==> src/design/hzb_pkg.sv <==
`default_nettype none
package hzb_pkg;

  // Screen and pyramid geometry
  localparam int WIDTH        = 64;
  localparam int HEIGHT       = 64;
  localparam int FINEST_LEVEL = 5;
  localparam int LVL_W        = 3;
  localparam int COORD_W      = 6;
  localparam int DEPTH_W      = 24;
  localparam int BOX_W        = 10;
  localparam int ADDR_W       = 13;
  localparam int CELLS        = 5460;

  localparam logic [DEPTH_W-1:0] FAR_DEPTH = '1;

  typedef enum logic [1:0] {
    CMD_PIXEL = 2'd0,
    CMD_BOX   = 2'd1,
    CMD_CLEAR = 2'd2,
    CMD_NOP   = 2'd3
  } cmd_e;

  // One classified item as it travels from front to back
  typedef struct packed {
    cmd_e               cmd;
    logic [COORD_W-1:0] x;
    logic [COORD_W-1:0] y;
    logic [DEPTH_W-1:0] depth;
    logic [LVL_W-1:0]   lvl;
    logic [COORD_W-1:0] c0;
    logic [COORD_W-1:0] c1;
    logic [COORD_W-1:0] r0;
    logic [COORD_W-1:0] r1;
    logic               early;
  } hzb_item_t;

  // Linear store address of cell (x, y) at level l; level l is (2 << l) cells wide
  function automatic logic [ADDR_W-1:0] cell_addr(logic [LVL_W-1:0] l,
                                                  logic [COORD_W-1:0] x,
                                                  logic [COORD_W-1:0] y);
    logic [ADDR_W-1:0] base;
    case (l)
      3'd0:    base = 13'd0;
      3'd1:    base = 13'd4;
      3'd2:    base = 13'd20;
      3'd3:    base = 13'd84;
      3'd4:    base = 13'd340;
      3'd5:    base = 13'd1364;
      default: base = 13'd0;
    endcase
    return base + (ADDR_W'(y) << (l + 3'd1)) + ADDR_W'(x);
  endfunction

endpackage
`default_nettype wire

==> src/design/hzb_fifo.sv <==
`default_nettype none
module hzb_fifo import hzb_pkg::*; (
  input  wire logic      clk_i,
  input  wire logic      rst_ni,
  input  wire logic      push_i,
  input  wire hzb_item_t item_i,
  output logic           ready_o,
  output logic           valid_o,
  input  wire logic      pop_i,
  output hzb_item_t      item_o
);

  hzb_item_t  mem_q [2];
  logic       wp_q, rp_q;
  logic [1:0] cnt_q;

  assign ready_o = (cnt_q != 2'd2);
  assign valid_o = (cnt_q != 2'd0);
  assign item_o  = mem_q[rp_q];

  // Two-entry queue between classify and execute
  always_ff @(posedge clk_i or negedge rst_ni) begin
    if (!rst_ni) begin
      wp_q  <= 1'b0;
      rp_q  <= 1'b0;
      cnt_q <= 2'd0;
    end else begin
      if (push_i) wp_q <= ~wp_q;
      if (pop_i)  rp_q <= ~rp_q;
      cnt_q <= cnt_q + {1'b0, push_i} - {1'b0, pop_i};
    end
  end

  always_ff @(posedge clk_i) begin
    if (push_i) mem_q[wp_q] <= item_i;
  end

endmodule
`default_nettype wire

==> config.mk <==
export PLATFORM = sky130hd
export DESIGN_NAME = hzb_fifo
export DESIGN_NICKNAME = d
export VERILOG_FILES = /design/src/design/hzb_pkg.sv /design/src/design/hzb_fifo.sv
export SDC_FILE = /design/constraint.sdc
export NUM_CORES = 1
export LEC_CHECK = 0
export BUFFER_PORTS_ARGS = -buffer_cell sky130_fd_sc_hd__buf_4
export CORE_ASPECT_RATIO = 2
export CORE_MARGIN = 4
export CORE_UTILIZATION = 31
export DETAILED_ROUTE_END_ITERATION = 10
export GPL_TIMING_DRIVEN = 0
export PLACE_DENSITY = 0.66
export REMOVE_ABC_BUFFERS = 1
export SETUP_SLACK_MARGIN = 0.2
export SYNTH_ARGS = -nofsm -noshare
export SYNTH_HDL_FRONTEND = slang
export SYNTH_SLANG_ARGS = --single-unit
==> constraint.sdc <==
create_clock -name clk_i -period 3.79 [get_ports clk_i]
set_input_delay 0.758 -clock clk_i [delete_from_list [all_inputs] [get_ports clk_i]]
set_output_delay 0.758 -clock clk_i [all_outputs]
set_load 0.02 [all_outputs]
* Yosys cells after proc, flatten, opt, wreduce, memory -nomap -nowiden *
Memory sizes are Yosys's and may differ from the RTL's.
Index checks and enable logic that the tools add are counted.

word-level totals
  memories kept = 1
  output and inout bits = 68
  word-level logic and storage cells = 12
  RAM bits = 132
  register bits after elaboration = 4
  bits of input ports = 70

cells by class
  $add $sub $neg = 2
  reductions and logical operators = 1
  equal/unequal tests = 1
  bitwise logic cells = 2
  multiplexer cells = 2

memory list
  memory  depth  width  read ports  clocked after Yosys merged registers in  write ports  RTL line        source
  mem_q   2      66     1           0                                        1            hzb_fifo.sv:13  hzb_item_t mem_q [2];

operator list
  cell                                           number
  adder 2 x 1 -> 2 bit                           1
  two-way mux 1 bit                              2
  inequality test 2 bit (second input constant)  1
  inverter 1 bit                                 2
  nonzero test 2 bit                             1
  subtractor 2 x 1 -> 2 bit                      1

* Depth between registers and ports, before layout *
  word-level depth = 2
  gate-level depth with buffers = 5
  gate-level depth less buffers = 5

* Worst setup path before layout *
No wires, ideal clock.

  kind = input-to-reg
  from = input push_i
  to = memory mem_q[0][0] in the netlist's numbering, enable pin
  library setup time = 498 ps
  stages on the path = 1
  data arrival time = 3658 ps
  buffers on the path = 0
  data required time = 3292 ps
  setup slack = -366 ps
  cell sequence = nor2b_1

on the way
  word-level cells in the longest chain between the ends = 2

ends and longest elaborated chain
  what                                     RTL line        source
  start: declaration                       hzb_fifo.sv:5   input wire logic push_i,
  two-way mux 1 bit                        hzb_fifo.sv:35  if (push_i) mem_q[wp_q] <= item_i;
  two-way mux 1 bit (implied by the code)  hzb_fifo.sv:35
  end: declaration                         hzb_fifo.sv:13

No other way between the ends.

==> flow_summary.ini <==
[logic_synthesis]
synth_top_area_share_pct = 78.1
synth_seq_cells = 136
syn_inst = 220
synth_area_um2 = 5070
yosys_warnings = 0
synth_area_leader_cell = edfxtp_1
synthTopCellsByArea = edfxtp_1, mux2_4, mux2_2
ys_seq_area_share_pct = 80.1
syn_area_per_cell_um2 = 23.1
yosysUniqueCellTypes = 15

[setup_path]
worstPathRequired_ns = 3.03
start_kind = flop
worst_setup_path_end_kind = output port
crit_fanout = 36
path_class = flop to output port
worstPathArrival_ns = 2.03

[cts]
cts_hold_buf = 0
cts_sinks = 136
clockBufferDepth = 2
clk_pin_slew_worst_paths_ns = 0.06
numCtsBuffers = 17
postCtsResizedCells = 0
cts_setup_buffers = 0
cts_tree = built
cts-htree-levels = 4
clk_latency_ns = 0.41
root_buffer = clkbuf_16

[run_status]
status = finished clean

[power_and_ir_drop]
power_density_nw_per_um2 = 811
ir_worst_vdd_mv = 0.583
power.leakage_nw = 2.73

[place]
dpl.hpwl_um = 7350
numPortBuffers = 137
gp_congestion = 0.687

[grt]
overflow = 0
grt_pass1_vias = 2894
antenna_found_initial = 0
grt_usage_pct = 11.4
grt_max_degree = 46
grt_pass1_wl_um = 15500

[finish]
nets = 445
num_antenna_cells = 0
layout-drive-gt1-share_pct = 61.7
syn_to_final_growth_pct = 38.4

[flow_run]
drv_cap = 0

[routing]
ant_nets = 0
first_iter_violations = 90
routed_via_density = 4.30
drc = 0
post_drt_wl_per_cell_um = 17.5
dr_total_vias = 2525
first_pass_iters = 4
routed_wl_um = 10300

[timing]
finalSetupTns_ns = 0
drv_slew = 0
worstMarginPinSlew_ns = 0.678
hold_slack_ns = 0.135
slew_headroom_pct = 54.7
rsz0062_at_grt = false
fin_crit_ns = 2.79
setup_viol = 0
max_freq_mhz = 359
finalCritPeriodShare_pct = 73.6
final_hold_viol_count = 0
clock_skew_ns = 0.00441

[floorplanning]
placementRows = 65
core_um2 = 15900
start_util_pct = 31.8
dieHeight_um = 189
dieArea_um2 = 18600
ioPinCount = 138
dieWidth_um = 98.5

[worst_hold_path]
hp-class = input port to async pin
-- placed cells by master (no fill, tap or decap), types with 2 or more instances in the layout --
master and count:
clkinvlp_4 2, edfxtp_1 132, clkbuf_1 2, bufinv_16 4, clkinv_4 2, buf_4 137
mux2_2 36, ha_1 2, buf_16 3, clkinv_1 3, clkbuf_16 17, mux2_4 30
xor2_1 2, dfrtp_1 3, inv_1 2
-- sequential cells by signal, indices dropped and copies added, names as in the netlist --
register  flops
wp_q          1
mem_q       132
cnt_q         2
rp_q          1
-- critical path, cell delays in order, from the launching register on --
cell and delay [ns]:
dfrtp_4 0.76, buf_16 0.31, mux2_2 0.37, buf_4 0.16
-- metrics by stage --
stage	cell area, um^2	power, W	worst slack, ns	cells	util, %
floorplan	5020	0.00331	-0.366	213	-
global placement	6300	0.00408	-2.21	551	39.5
detailed placement	6410	0.00408	1.39	555	40.2
CTS	7030	0.00579	0.939	587	44.1
global route	7030	0.00596	0.881	587	44.1
finish	7030	0.00570	1.00	587	44.1
-- synth_stat cells, drive strengths merged --
master and n:
nor2b 1, ha 2, nand2b 1, dfrtp 4, xor3 1, xor2 2, mux2 66, edfxtp 132
or2 1, inv 2, and2 1, buf 7
-- cell families (layout without fill, tap and decap cells) --
logic type | after synthesis | in the layout | synth area share (%)
xor gates and xnor gates | 3 | 3 | 0.814
adders and majority gates | 2 | 2 | 0.493
buffers and inverters | 9 | 175 | 1.26
DFF | 136 | 136 | 80.1
muxes | 66 | 66 | 16.9
and+or+nand+nor | 4 | 4 | 0.493
-- layer usage --
metal / vias to the layer above / part of all wire (%) / track usage (%)
li1: 1174 / - / -
met1: 1243 / 31 / 9.56
met2: 81 / 58 / 21.0
met3: 27 / 5.9 / 3.91
met4: 0 / 5.4 / 8.52
met5: - / 0 / 0
-- layout make-up --
class,instances,area (um^2)
Inverter,2,7.51
Fill cell,1475,8910
Multi-Input combinational cell,75,957
Tap cell,201,251
Timing Repair Buffer,141,1130
Sequential cell,136,4070
Clock inverter,13,178
Clock buffer,19,433
-- path summary, 6_finish.rpt --
kind,start,end,slack [ns],cells after the start
hold reg to reg,wp_q,wp_q,0.57,1
max in group asynchronous,rst_ni,rp_q,3.54,1
hold / removal,rst_ni,rp_q,0.13,1
setup / recovery,rp_q,item_o[59],1.00,3
setup reg to reg,wp_q,mem_q[0][41],2.18,2
min in group clk_i,item_i[33],mem_q[1][33],0.53,1
-- power by group --
group | switching (W) | total (W) | internal (W)
sequential | 0.000156 | 0.00216 | 0.00200
clock | 0.000594 | 0.00169 | 0.00110
combinational | 0.000924 | 0.00185 | 0.000928
No activity file was read; power rests on OpenSTA's default activity.
