<file path="config.mk">
export PLATFORM = sky130hd
export DESIGN_NAME = hzb_front
export DESIGN_NICKNAME = d
export VERILOG_FILES = /design/src/design/hzb_pkg.sv /design/src/design/hzb_front.sv
export SDC_FILE = /design/constraint.sdc
export NUM_CORES = 1
export LEC_CHECK = 0
export ABC_CLOCK_PERIOD_IN_PS = 13550
export BUFFER_PORTS_ARGS = -buffer_cell sky130_fd_sc_hd__buf_2
export CORE_UTILIZATION = 48
export DETAILED_ROUTE_END_ITERATION = 6
export GPL_TIMING_DRIVEN = 0
export PLACE_DENSITY = 0.83
export SLEW_MARGIN = 25
export SYNTH_ARGS = -nofsm -noshare
export SYNTH_HDL_FRONTEND = slang
export SYNTH_SLANG_ARGS = --single-unit
</file>
<file path="constraint.sdc">
create_clock -name vclk -period 13.55
set_input_delay 3.3875 -clock vclk [all_inputs]
set_output_delay 3.3875 -clock vclk [all_outputs]
set_load 0.02 [all_outputs]
</file>
<file path="src/design/hzb_pkg.sv">
`default_nettype none
package hzb_pkg;

  // Screen and pyramid geometry
  localparam int WIDTH        = 64;
  localparam int HEIGHT       = 64;
  localparam int FINEST_LEVEL = 5;
  localparam int LVL_W        = 3;
  localparam int COORD_W      = 6;
  localparam int DEPTH_W      = 24;
  localparam int BOX_W        = 10;
  localparam int ADDR_W       = 13;
  localparam int CELLS        = 5460;

  localparam logic [DEPTH_W-1:0] FAR_DEPTH = '1;

  typedef enum logic [1:0] {
    CMD_PIXEL = 2'd0,
    CMD_BOX   = 2'd1,
    CMD_CLEAR = 2'd2,
    CMD_NOP   = 2'd3
  } cmd_e;

  // One classified item as it travels from front to back
  typedef struct packed {
    cmd_e               cmd;
    logic [COORD_W-1:0] x;
    logic [COORD_W-1:0] y;
    logic [DEPTH_W-1:0] depth;
    logic [LVL_W-1:0]   lvl;
    logic [COORD_W-1:0] c0;
    logic [COORD_W-1:0] c1;
    logic [COORD_W-1:0] r0;
    logic [COORD_W-1:0] r1;
    logic               early;
  } hzb_item_t;

  // Linear store address of cell (x, y) at level l; level l is (2 << l) cells wide
  function automatic logic [ADDR_W-1:0] cell_addr(logic [LVL_W-1:0] l,
                                                  logic [COORD_W-1:0] x,
                                                  logic [COORD_W-1:0] y);
    logic [ADDR_W-1:0] base;
    case (l)
      3'd0:    base = 13'd0;
      3'd1:    base = 13'd4;
      3'd2:    base = 13'd20;
      3'd3:    base = 13'd84;
      3'd4:    base = 13'd340;
      3'd5:    base = 13'd1364;
      default: base = 13'd0;
    endcase
    return base + (ADDR_W'(y) << (l + 3'd1)) + ADDR_W'(x);
  endfunction

endpackage
`default_nettype wire

</file>
<file path="src/design/hzb_front.sv">
`default_nettype none
module hzb_front import hzb_pkg::*; (
  input  wire logic [1:0]         command_i,
  input  wire logic [COORD_W-1:0] pixel_x_i,
  input  wire logic [COORD_W-1:0] pixel_y_i,
  input  wire logic [DEPTH_W-1:0] pixel_depth_i,
  input  wire logic               box_empty_i,
  input  wire logic [BOX_W-1:0]   box_min_x_i,
  input  wire logic [BOX_W-1:0]   box_min_y_i,
  input  wire logic [BOX_W-1:0]   box_max_x_i,
  input  wire logic [BOX_W-1:0]   box_max_y_i,
  input  wire logic [DEPTH_W-1:0] box_near_depth_i,
  output hzb_item_t               item_o
);

  logic signed [BOX_W:0] dx, dy, len;
  logic [LVL_W-1:0]      s;
  logic [COORD_W-1:0]    c0, c1, r0, r1;

  // Pick the coarsening step from the larger box extent
  always_comb begin
    dx  = $signed({1'b0, box_max_x_i}) - $signed({1'b0, box_min_x_i});
    dy  = $signed({1'b0, box_max_y_i}) - $signed({1'b0, box_min_y_i});
    len = (dy > dx) ? dy : dx;
    s   = LVL_W'(FINEST_LEVEL);
    for (int i = FINEST_LEVEL - 1; i >= 0; i--) begin
      if (len <= $signed((BOX_W+1)'(16 << i))) s = LVL_W'(i);
    end
  end

  // Edge to cell index; 10-bit edges never pass the last cell of the level
  assign c0 = COORD_W'(box_min_x_i >> ({1'b0, s} + 4'd4));
  assign c1 = COORD_W'(box_max_x_i >> ({1'b0, s} + 4'd4));
  assign r0 = COORD_W'(box_min_y_i >> ({1'b0, s} + 4'd4));
  assign r1 = COORD_W'(box_max_y_i >> ({1'b0, s} + 4'd4));

  always_comb begin
    item_o.cmd   = cmd_e'(command_i);
    item_o.x     = pixel_x_i;
    item_o.y     = pixel_y_i;
    item_o.depth = (cmd_e'(command_i) == CMD_BOX) ? box_near_depth_i : pixel_depth_i;
    item_o.lvl   = LVL_W'(FINEST_LEVEL) - s;
    item_o.c0    = c0;
    item_o.c1    = c1;
    item_o.r0    = r0;
    item_o.r1    = r1;
    // Empty or inverted box is rejected without a read
    item_o.early = box_empty_i | (c0 > c1) | (r0 > r1);
  end

endmodule
`default_nettype wire

</file>
Word level (Yosys, flattened, before mapping):

Index checks and enable logic that the tools add are counted.

* input bits: 103
* word-level logic and storage cells: 26
* output and inout bits: 66
* register bits after elaboration: 0

* mux-type cells: 7
* magnitude comparators: 8
* shift-type cells: 4
* bitwise logic cells: 2
* equal/unequal tests: 1
* add/sub/neg operators: 4

Operators with widths (count)
* >> shifter 10 x 4 -> 6 bit: 4
* 2-to-1 mux 24 bit: 1
* subtractor 10 x 10 -> 11 bit: 2
* greater-than comparator 6 bit: 2
* 2-to-1 mux 3 bit: 4
* greater-than comparator 11 bit: 1
* less-or-equal comparator 11 x 10 -> 1 bit (second input constant): 1
* less-or-equal comparator 11 x 6 -> 1 bit (second input constant): 1
* less-or-equal comparator 11 x 7 -> 1 bit (second input constant): 1
* less-or-equal comparator 11 x 8 -> 1 bit (second input constant): 1
* less-or-equal comparator 11 x 9 -> 1 bit (second input constant): 1
* 2-to-1 mux 11 bit: 1
* adder 3 x 3 -> 4 bit (second input constant): 1
* subtractor 3 bit (first input constant): 1
* == test 2 x 1 -> 1 bit (second input constant): 1
* bitwise OR 1 bit: 2
* 2-to-1 mux 1 bit: 1

Longest topological paths before layout:

Gate-level depths: netlist of the first run.

* depth in word-level cells: 14
* gate-level depth with buffers: 35
* gate-level depth less buffers: 34

Least setup slack after synthesis of the first run:

OpenSTA, ideal clock, no wires.

* path type: input to output
* start point: input port box_max_x_i[0]
* end point: output port item_o[0] (netlist name)
* required time: 10.162 ns
* stages: 34
* setup slack: 0.361 ns
* path buffers: 3
* arrival: 9.802 ns
* path through: inv_1 ha_1 inv_1 fa_1 a211o_1 a21boi_0 o21a_1 o21bai_1 a21oi_1 inv_1 ha_1 nand4_1 nor3_1 o21ai_1 a31o_2 nor2_2 mux2i_4 and2_1 buf_2 o31a_1 buf_6 inv_6 buf_12 mux2i_1 o221ai_1 ha_1 nor2b_1 o21a_1 o21a_1 o21ai_0 nand2b_1 a21oi_1 a31oi_1 or3_1

RTL lines
* from (decl): line hzb_front.sv:10 `input wire logic [BOX_W-1:0] box_max_x_i,`
* to (decl): line hzb_front.sv:13 `output hzb_item_t item_o`

==> flow_summary.toml, run 1 <==
[run_status]
outcome = "finished, violations left"
violations = "DRC"

[layout]
final_area_sq_mm = 0.00438
antenna_cells = 0
fin_cells = 695
drive_gt1_share_pct = 43.2
utilization_pct = 68.2
layout.nets = 767
seqCellArea_sq_um = 0
area_delta_synth_final_pct = 35.6
num-clock-buffers = 0
n_sequential_cell = 0

[drt]
route.detailed.drc = 10
drt_iter0_drc = 345
antenna_left = 0
drt_pass1_iterations = 7
via_count = 4188
routed_wl_mm = 10.7
wl_per_cell_um = 15.5
vias_per_cell = 6.03

[setup_path]
cpMaxStageDelayCell = "fa_2"
crit_path_end_kind = "output port"
slowest_delay_ps = 370
start_kind = "input pin"
worst-setup-path-type = "input pin to output port"
cp.required_ps = 10160
crit_fanout = 10
cp.arrival_ps = 9950

[place]
io_buffer_count = 157
place_congestion = 0.927
placed_area_sq_mm = 0.00411
place_inst = 675
dp_hpwl_mm = 8.47

[grt]
grt_pass1_wl_mm = 16.9
grt_pass1_vias = 3801
grt_remaining_overflow = 0
grt_max_degree = 11
antenna_found_initial = 0
grtUsageTotal_pct = 28.0

[die]
die_h_um = 84.0
core-area_sq_mm = 0.00642
chipWidth_um = 84.0
io_pins = 169
rows = 29
start_util_pct = 50.3
die_area_sq_mm = 0.00706

[synthesis]
synth_fp_nets = 588
ys_top_cells_by_area = "ha_1, mux2_2, mux2i_1"
syn-instance-count = 441
yosysMostFrequentCell = "inv_1"
yosysUniqueCellTypes = 77
syn_area_per_cell_sq_um = 7.33
yosys_warnings = 0
synth_top_cell_area_share_pct = 16.3
syn_area_sq_mm = 0.00323
synth_common_cells = "inv_1, ha_1, nor2_1"
synth-seq-area-share_pct = 0
synth_top_area_cell = "ha_1"

[cts]
ctsHoldBuffers = 0

[sta]
relSlewSlack_pct = 55.9
setup_viol = 0
post-route-period-util_pct = 98.4
slew_violations = 0
timing.setup.tns_ps = 0
finalCriticalPeriod_ps = 13340
max_slew.worst_pin.slew_ps = 644
fmax_mhz = 75.0
finalHoldViolations = 0
hold_slack_ps = 6990

[worst_hold_path]
whs_path_depth = 2
min_from = "pixel_y_i[2]"
hold_path_class = "input pin to output port"
hold_end = "item_o[54]"

[power]
power.density_mw_per_mm2 = 144
power.leakage_nw = 2.28
ir_drop_uv = 99.2

[job]
drv_cap = 0
-- area by class of cell --
class	count	area [sq um]
Multi-Input combinational cell	365	2970
Fill cell	542	2040
Timing Repair Buffer	177	940
Buffer	28	188
Inverter	48	188
Tap cell	77	96.3
-- how the worst max path moves through the flow --
stage / start / end / slack (ps) / cells past startpoint
2_1_floorplan: box_max_x_i[0] / item_o[0] / 360 / 34
3_3_place_gp: box_max_x_i[0] / item_o[0] / -310 / 35
3_5_place_dp: box_max_x_i[0] / item_o[0] / -650 / 35
4_1_cts: box_max_x_i[0] / item_o[0] / 60 / 36
5_1_grt: box_max_x_i[0] / item_o[0] / -170 / 36
6_report: box_max_x_i[0] / item_o[0] / 210 / 37
-- cells by family after synthesis --
kind of cell	synth area share, %
XOR/XNOR	2.44
AO/OA/AOI/OAI	33.7
multiplexers	15.0
buffers and inverters	11.5
adder cells (fa/ha/maj)	17.5
AND/OR/NAND/NOR	19.8
-- critical path, delay by kind of cell --
family | cells | cell delay, ps
AND/OR/NAND/NOR | 8 | 1170
adder cells (fa/ha/maj) | 4 | 1160
AO/OA/AOI/OAI | 15 | 2880
buffers and inverters | 10 | 1350
-- metal layers --
layer  vias up  GRT usage [%]  part of all wire, %
met4         0           3.29                  2.0
met2       234           53.2                   51
met5         -              0                    0
met1      1920           35.3                   40
li1       2002              -                    -
met3        32           1.68                  7.9
-- per-stage QoR --
step	power [mW]	setup slack, ps
2_1_floorplan	0.425	361
3_3_place_gp	0.555	-314
3_5_place_dp	0.573	-646
4_1_cts	0.583	59.3
5_1_grt	0.680	-166
6_report	0.630	211
-- where the power goes --
part	total (mW)	switching, mW	leakage (nW)	internal (mW)
clock	0	0	0	0
combinational	0.630	0.371	2.28	0.260
sequential	0	0	0	0
total	0.630	0.371	2.28	0.260
-- placed cells by master, fill, tap and decap left out, types with 3 or more instances in the layout --
cell type  synthesis  routed
clkbuf_1           9       9
nor2b_1            9       9
mux2_2            26      26
a221o_1            3       3
nor3_2             2       3
ha_1              42      41
o21ai_1            1       6
o2111ai_1          3       3
nor2_2             3       3
inv_1             45      45
mux2i_1           17      17
nand2b_1           5       5
a21o_1             8       7
o31a_1             6       6
buf_2              3     159
a221oi_1           3       3
a211oi_1           6       5
nor2_1            31      29
or2_2              6       6
buf_4             14      33
xor2_1             4       4
o221ai_1           7       7
o211ai_1           7       7
nand2_1           26      26
and3_1             3       3
nand3_1            8       8
o22ai_1            7       7
o21a_1            15      14
a31oi_1            3       3
a211o_1            3       3
o221a_2            3       3
nor3_1            10       8
xnor2_1            5       5
a21oi_1           24      22
o21ai_0           16      11
or3_1              4       4
-- timing repair --
| action | in CTS | in global routing |
|---|---|---|
| setup endpoints to repair | 1 | 1 |
| setup buffers | 6 | 14 |
| gates resized for setup | 6 | 24 |
| pin swaps | 2 | 12 |
Note: power is estimated with default switching activity, not from simulation.
==> inputs of run 2 (changes only) <==
- GPL_TIMING_DRIVEN: 0 -> not set
==> flow_summary.toml, run 2 (same netlist as run 1, synthesis figures left out) <==
[sta]
slew_violations = 0
post-route-period-util_pct = 96.6
fmax_mhz = 76.4
max_slew.worst_pin.slew_ps = 706
relSlewSlack_pct = 51.7
hold_slack_ps = 6780
finalHoldViolations = 0
finalCriticalPeriod_ps = 13090
setup_viol = 0
fin_ws_ps = 458

[grt]
grt_max_degree = 25
met3_usage_pct = 1.48
grt_remaining_overflow = 0
grt_pass1_wl_mm = 15.8
antenna_found_initial = 0
grt_pass1_vias = 3608
met1_usage_pct = 33.3
grtUsageTotal_pct = 26.3
busiest_layer = "met2"
grtUsageMet2_pct = 48.8

[die]
chipWidth_um = 84.0
io_pins = 169
core-area_sq_mm = 0.00642
rows = 29
die_h_um = 84.0
die_area_sq_mm = 0.00706
start_util_pct = 50.3

[setup_path]
slowest_delay_ps = 410
cp.arrival_ps = 9700
start_kind = "input pin"
crit_end = "item_o[0]"
cpMaxStageDelayCell = "fa_1"
cp.required_ps = 10160
crit_path_end_kind = "output port"
crit_fanout = 6
worst-setup-path-type = "input pin to output port"
crit_path_start = "box_max_x_i[0]"

[drt]
routed_wl_mm = 9.80
drt_pass1_iterations = 7
drt_iter0_drc = 251
route.detailed.drc = 9
vias_per_cell = 6.01
antenna_left = 0
wl_per_cell_um = 15.1
via_count = 3886

[run_status]
outcome = "finished, violations left"
violations = "DRC"

[power]
power.leakage_nw = 2.07
power.density_mw_per_mm2 = 146
total_power_mw = 0.581
ir_drop_uv = 90.7

[place]
placed_area_sq_mm = 0.00395
place_congestion = 0.939
place_inst = 646
io_buffer_count = 145
dp_hpwl_mm = 8.30
post-place-ws_ps = 261

[layout]
layout_commonest_cell = "buf_2"
drive_gt1_share_pct = 38.4
layout.nets = 719
antenna_cells = 0
final_area_sq_mm = 0.00399
fin_cells = 647
area_delta_synth_final_pct = 23.5
n_sequential_cell = 0
seqCellArea_sq_um = 0
layout_common_cells = "buf_2, inv_1, ha_1"
num-clock-buffers = 0

[job]
drv_cap = 0

[worst_hold_path]
hold_path_class = "input pin to output port"
## run 2: changes by cell type in the layout (fill, tap and decap cells not counted), sizes merged
cell	change
buf	-38
clkbuf	-10
clkinv	+1
inv	-1
## run 2: area by class of cell
class	instances	area (sq um)
fillers	583	2430
repair buffers	157	816
well taps	77	96.3
multi-input cells	365	2890
inverters	48	186
## run 2: critical path, delay by kind of cell
| kind | cells | cell delay (ps) |
|---|---|---|
| adders and majority gates | 4 | 1210 |
| and+or+nand+nor | 6 | 970 |
| buffers and inverters | 7 | 820 |
| AOI/OAI and AO/OA | 17 | 3330 |
## run 2: routing by layer
metal,part of all wire (%),vias up
met5,0,-
met4,1.8,0
met3,6.4,28
met1,42,1768
met2,50,191
li1,-,1899
## run 2: worst min path at each step
stage | start | end | slack, ps | depth (start not counted)
floorplan | pixel_y_i[0] | item_o[52] | 6890 | 1
global placement | pixel_y_i[5] | item_o[57] | 6780 | 0
detailed placement | pixel_y_i[5] | item_o[57] | 6780 | 0
CTS | pixel_y_i[5] | item_o[57] | 6780 | 0
global route | pixel_y_i[1] | item_o[53] | 6780 | 0
finish | pixel_y_i[0] | item_o[52] | 6780 | 0
## run 2: through the flow
step	setup TNS [ps]	utilization, %
after detailed placement	0	61.5
after floorplan	0	-
final	0	62.1
after CTS	0	61.5
after global placement	0	61.5
after global routing	-10.0	62.1
## run 2: timing repair
action                                  in CTS  in global routing
gates resized for setup                      0                  8
buffers inserted                             0                  1
hold buffers                                 0                  0
endpoints found under the setup margin       0                  1
hold endpoints to repair                     0                  0
## run 2: where the power goes
group / total [mW] / switching [mW] / internal [mW]
clock: 0 / 0 / 0
combinational: 0.581 / 0.344 / 0.236
sequential: 0 / 0 / 0
total: 0.581 / 0.344 / 0.236
==> inputs of run 3 (changes only) <==
--- a/config.mk
+++ b/config.mk
@@ -9,5 +9,6 @@
 export BUFFER_PORTS_ARGS = -buffer_cell sky130_fd_sc_hd__buf_2
-export CORE_UTILIZATION = 48
+export CORE_UTILIZATION = 38
 export DETAILED_ROUTE_END_ITERATION = 6
-export PLACE_DENSITY = 0.83
+export PLACE_DENSITY = 0.68
+export RECOVER_POWER = 50
 export SLEW_MARGIN = 25
==> constraint.sdc (replaced) <==
create_clock -name vclk -period 13.55
set_input_delay 3.3875 -clock vclk [all_inputs]
set_output_delay 3.3875 -clock vclk [all_outputs]
set_load 0.01 [all_outputs]
==> flow_summary.toml, run 3 (same netlist as run 1, synthesis figures left out) <==
[run_status]
outcome = "finished, violations left"
violations = "capacitance limit, slew limit"

[drt]
antenna_left = 0
routed_wl_mm = 9.68
drt_pass1_iterations = 5
via_count = 3870
route.detailed.drc = 0
wl_per_cell_um = 14.3
drt_iter0_drc = 150
vias_per_cell = 5.73

[grt]
grt_remaining_overflow = 0
antenna_found_initial = 0
grt_max_degree = 25
grt_pass1_vias = 3620
grt_pass1_wl_mm = 15.4
grtUsageTotal_pct = 20.7

[setup_path]
crit_end = "item_o[0]"
cp.arrival_ps = 9820
cp.required_ps = 10160
cpMaxStageDelayCell = "fa_1"
slowest_delay_ps = 420
crit_fanout = 13
crit_path_start = "box_max_x_i[0]"
crit_path_end_kind = "output port"
worst-setup-path-type = "input pin to output port"
start_kind = "input pin"

[power]
power.leakage_nw = 2.02
total_power_mw = 0.531
power.density_mw_per_mm2 = 133
ir_drop_uv = 63.1

[sta]
slew_violations = 25
timing.setup.tns_ps = 0
relSlewSlack_pct = -22.8
finalCriticalPeriod_ps = 13210
setup_viol = 0
finalHoldViolations = 0
fmax_mhz = 75.7
post-route-period-util_pct = 97.5
max_slew.worst_pin.slew_ps = 1840
hold_slack_ps = 6780

[layout]
antenna_cells = 0
area_delta_synth_final_pct = 23.7
layout.nets = 719
n_sequential_cell = 0
drive_gt1_share_pct = 34.9
layout_commonest_cell = "buf_2"
seqCellArea_sq_um = 0
num-clock-buffers = 0
layout_common_cells = "buf_2, inv_1, ha_1"

[die]
start_util_pct = 39.3
rows = 33
chipWidth_um = 94.2
io_pins = 169
die_h_um = 94.2
die_area_sq_mm = 0.00887
core-area_sq_mm = 0.00822

[worst_hold_path]
whs_path_depth = 0
hold_path_class = "input pin to output port"

[place]
place_congestion = 0.949
dp_hpwl_mm = 8.23
io_buffer_count = 145

[job]
drv_cap = 1

[cts]
ctsHoldBuffers = 0
==> run 3: cell count changes in the layout (fill, tap and decap cells not counted), sizes merged <==
cell / before / now
buf: 157 / 138
clkbuf: 0 / 19
==> run 3: worst max-delay path, delay by kind of cell <==
family	cells	cell delay, ps
buf+inv	7	670
compound gates	14	2560
simple gates	9	1700
mux	1	320
fa+ha+maj	4	1180
==> run 3: area by class of cell <==
type                       count  area, sq um
timing repair buffer         157          792
tap                          105          131
fill                         844         4220
inverter                      48          186
multi-input combinational    365         2890
==> run 3: report_power, final <==
group,internal [mW],switching [mW]
logic,0.231,0.300
clock network,0,0
registers,0,0
==> run 3: what timing repair did <==
item / 4_1_cts / 5_1_grt
buffers inserted: 0 / 1
resized for setup: 0 / 7
endpoints found under the setup margin: 0 / 1
==> run 3: layer usage <==
metal / GRT usage, % / wire (um) / up-vias / part of all wire [%]
met1: 24.9 / 4060 / 1767 / 42
met4: 5.00 / 170 / 0 / 1.8
met5: 0 / 0 / - / 0
met3: 1.29 / 583 / 21 / 6.0
li1: - / - / 1908 / -
met2: 39.4 / 4870 / 174 / 50
==> run 3: worst min path at each step <==
stage / start / slack [ps] / endpoint
after floorplan: pixel_y_i[0] / 6870 / item_o[52]
after global placement: pixel_y_i[3] / 6780 / item_o[55]
after detailed placement: pixel_y_i[3] / 6780 / item_o[55]
after CTS: pixel_y_i[3] / 6780 / item_o[55]
after global routing: pixel_y_i[1] / 6780 / item_o[53]
final: pixel_y_i[1] / 6780 / item_o[53]
==> run 3: through the flow <==
| stage | worst slack [ps] | instance area [sq um] | cells | utilization [%] |
|---|---|---|---|---|
| after floorplan | 491 | 3230 | 441 | - |
| after global placement | 299 | 3990 | 674 | 48.5 |
| after detailed placement | 25.2 | 3990 | 674 | 48.5 |
| after CTS | 8.41 | 3990 | 674 | 48.5 |
| after global routing | -40.2 | 4000 | 675 | 48.6 |
| final | 338 | 4000 | 675 | 48.6 |
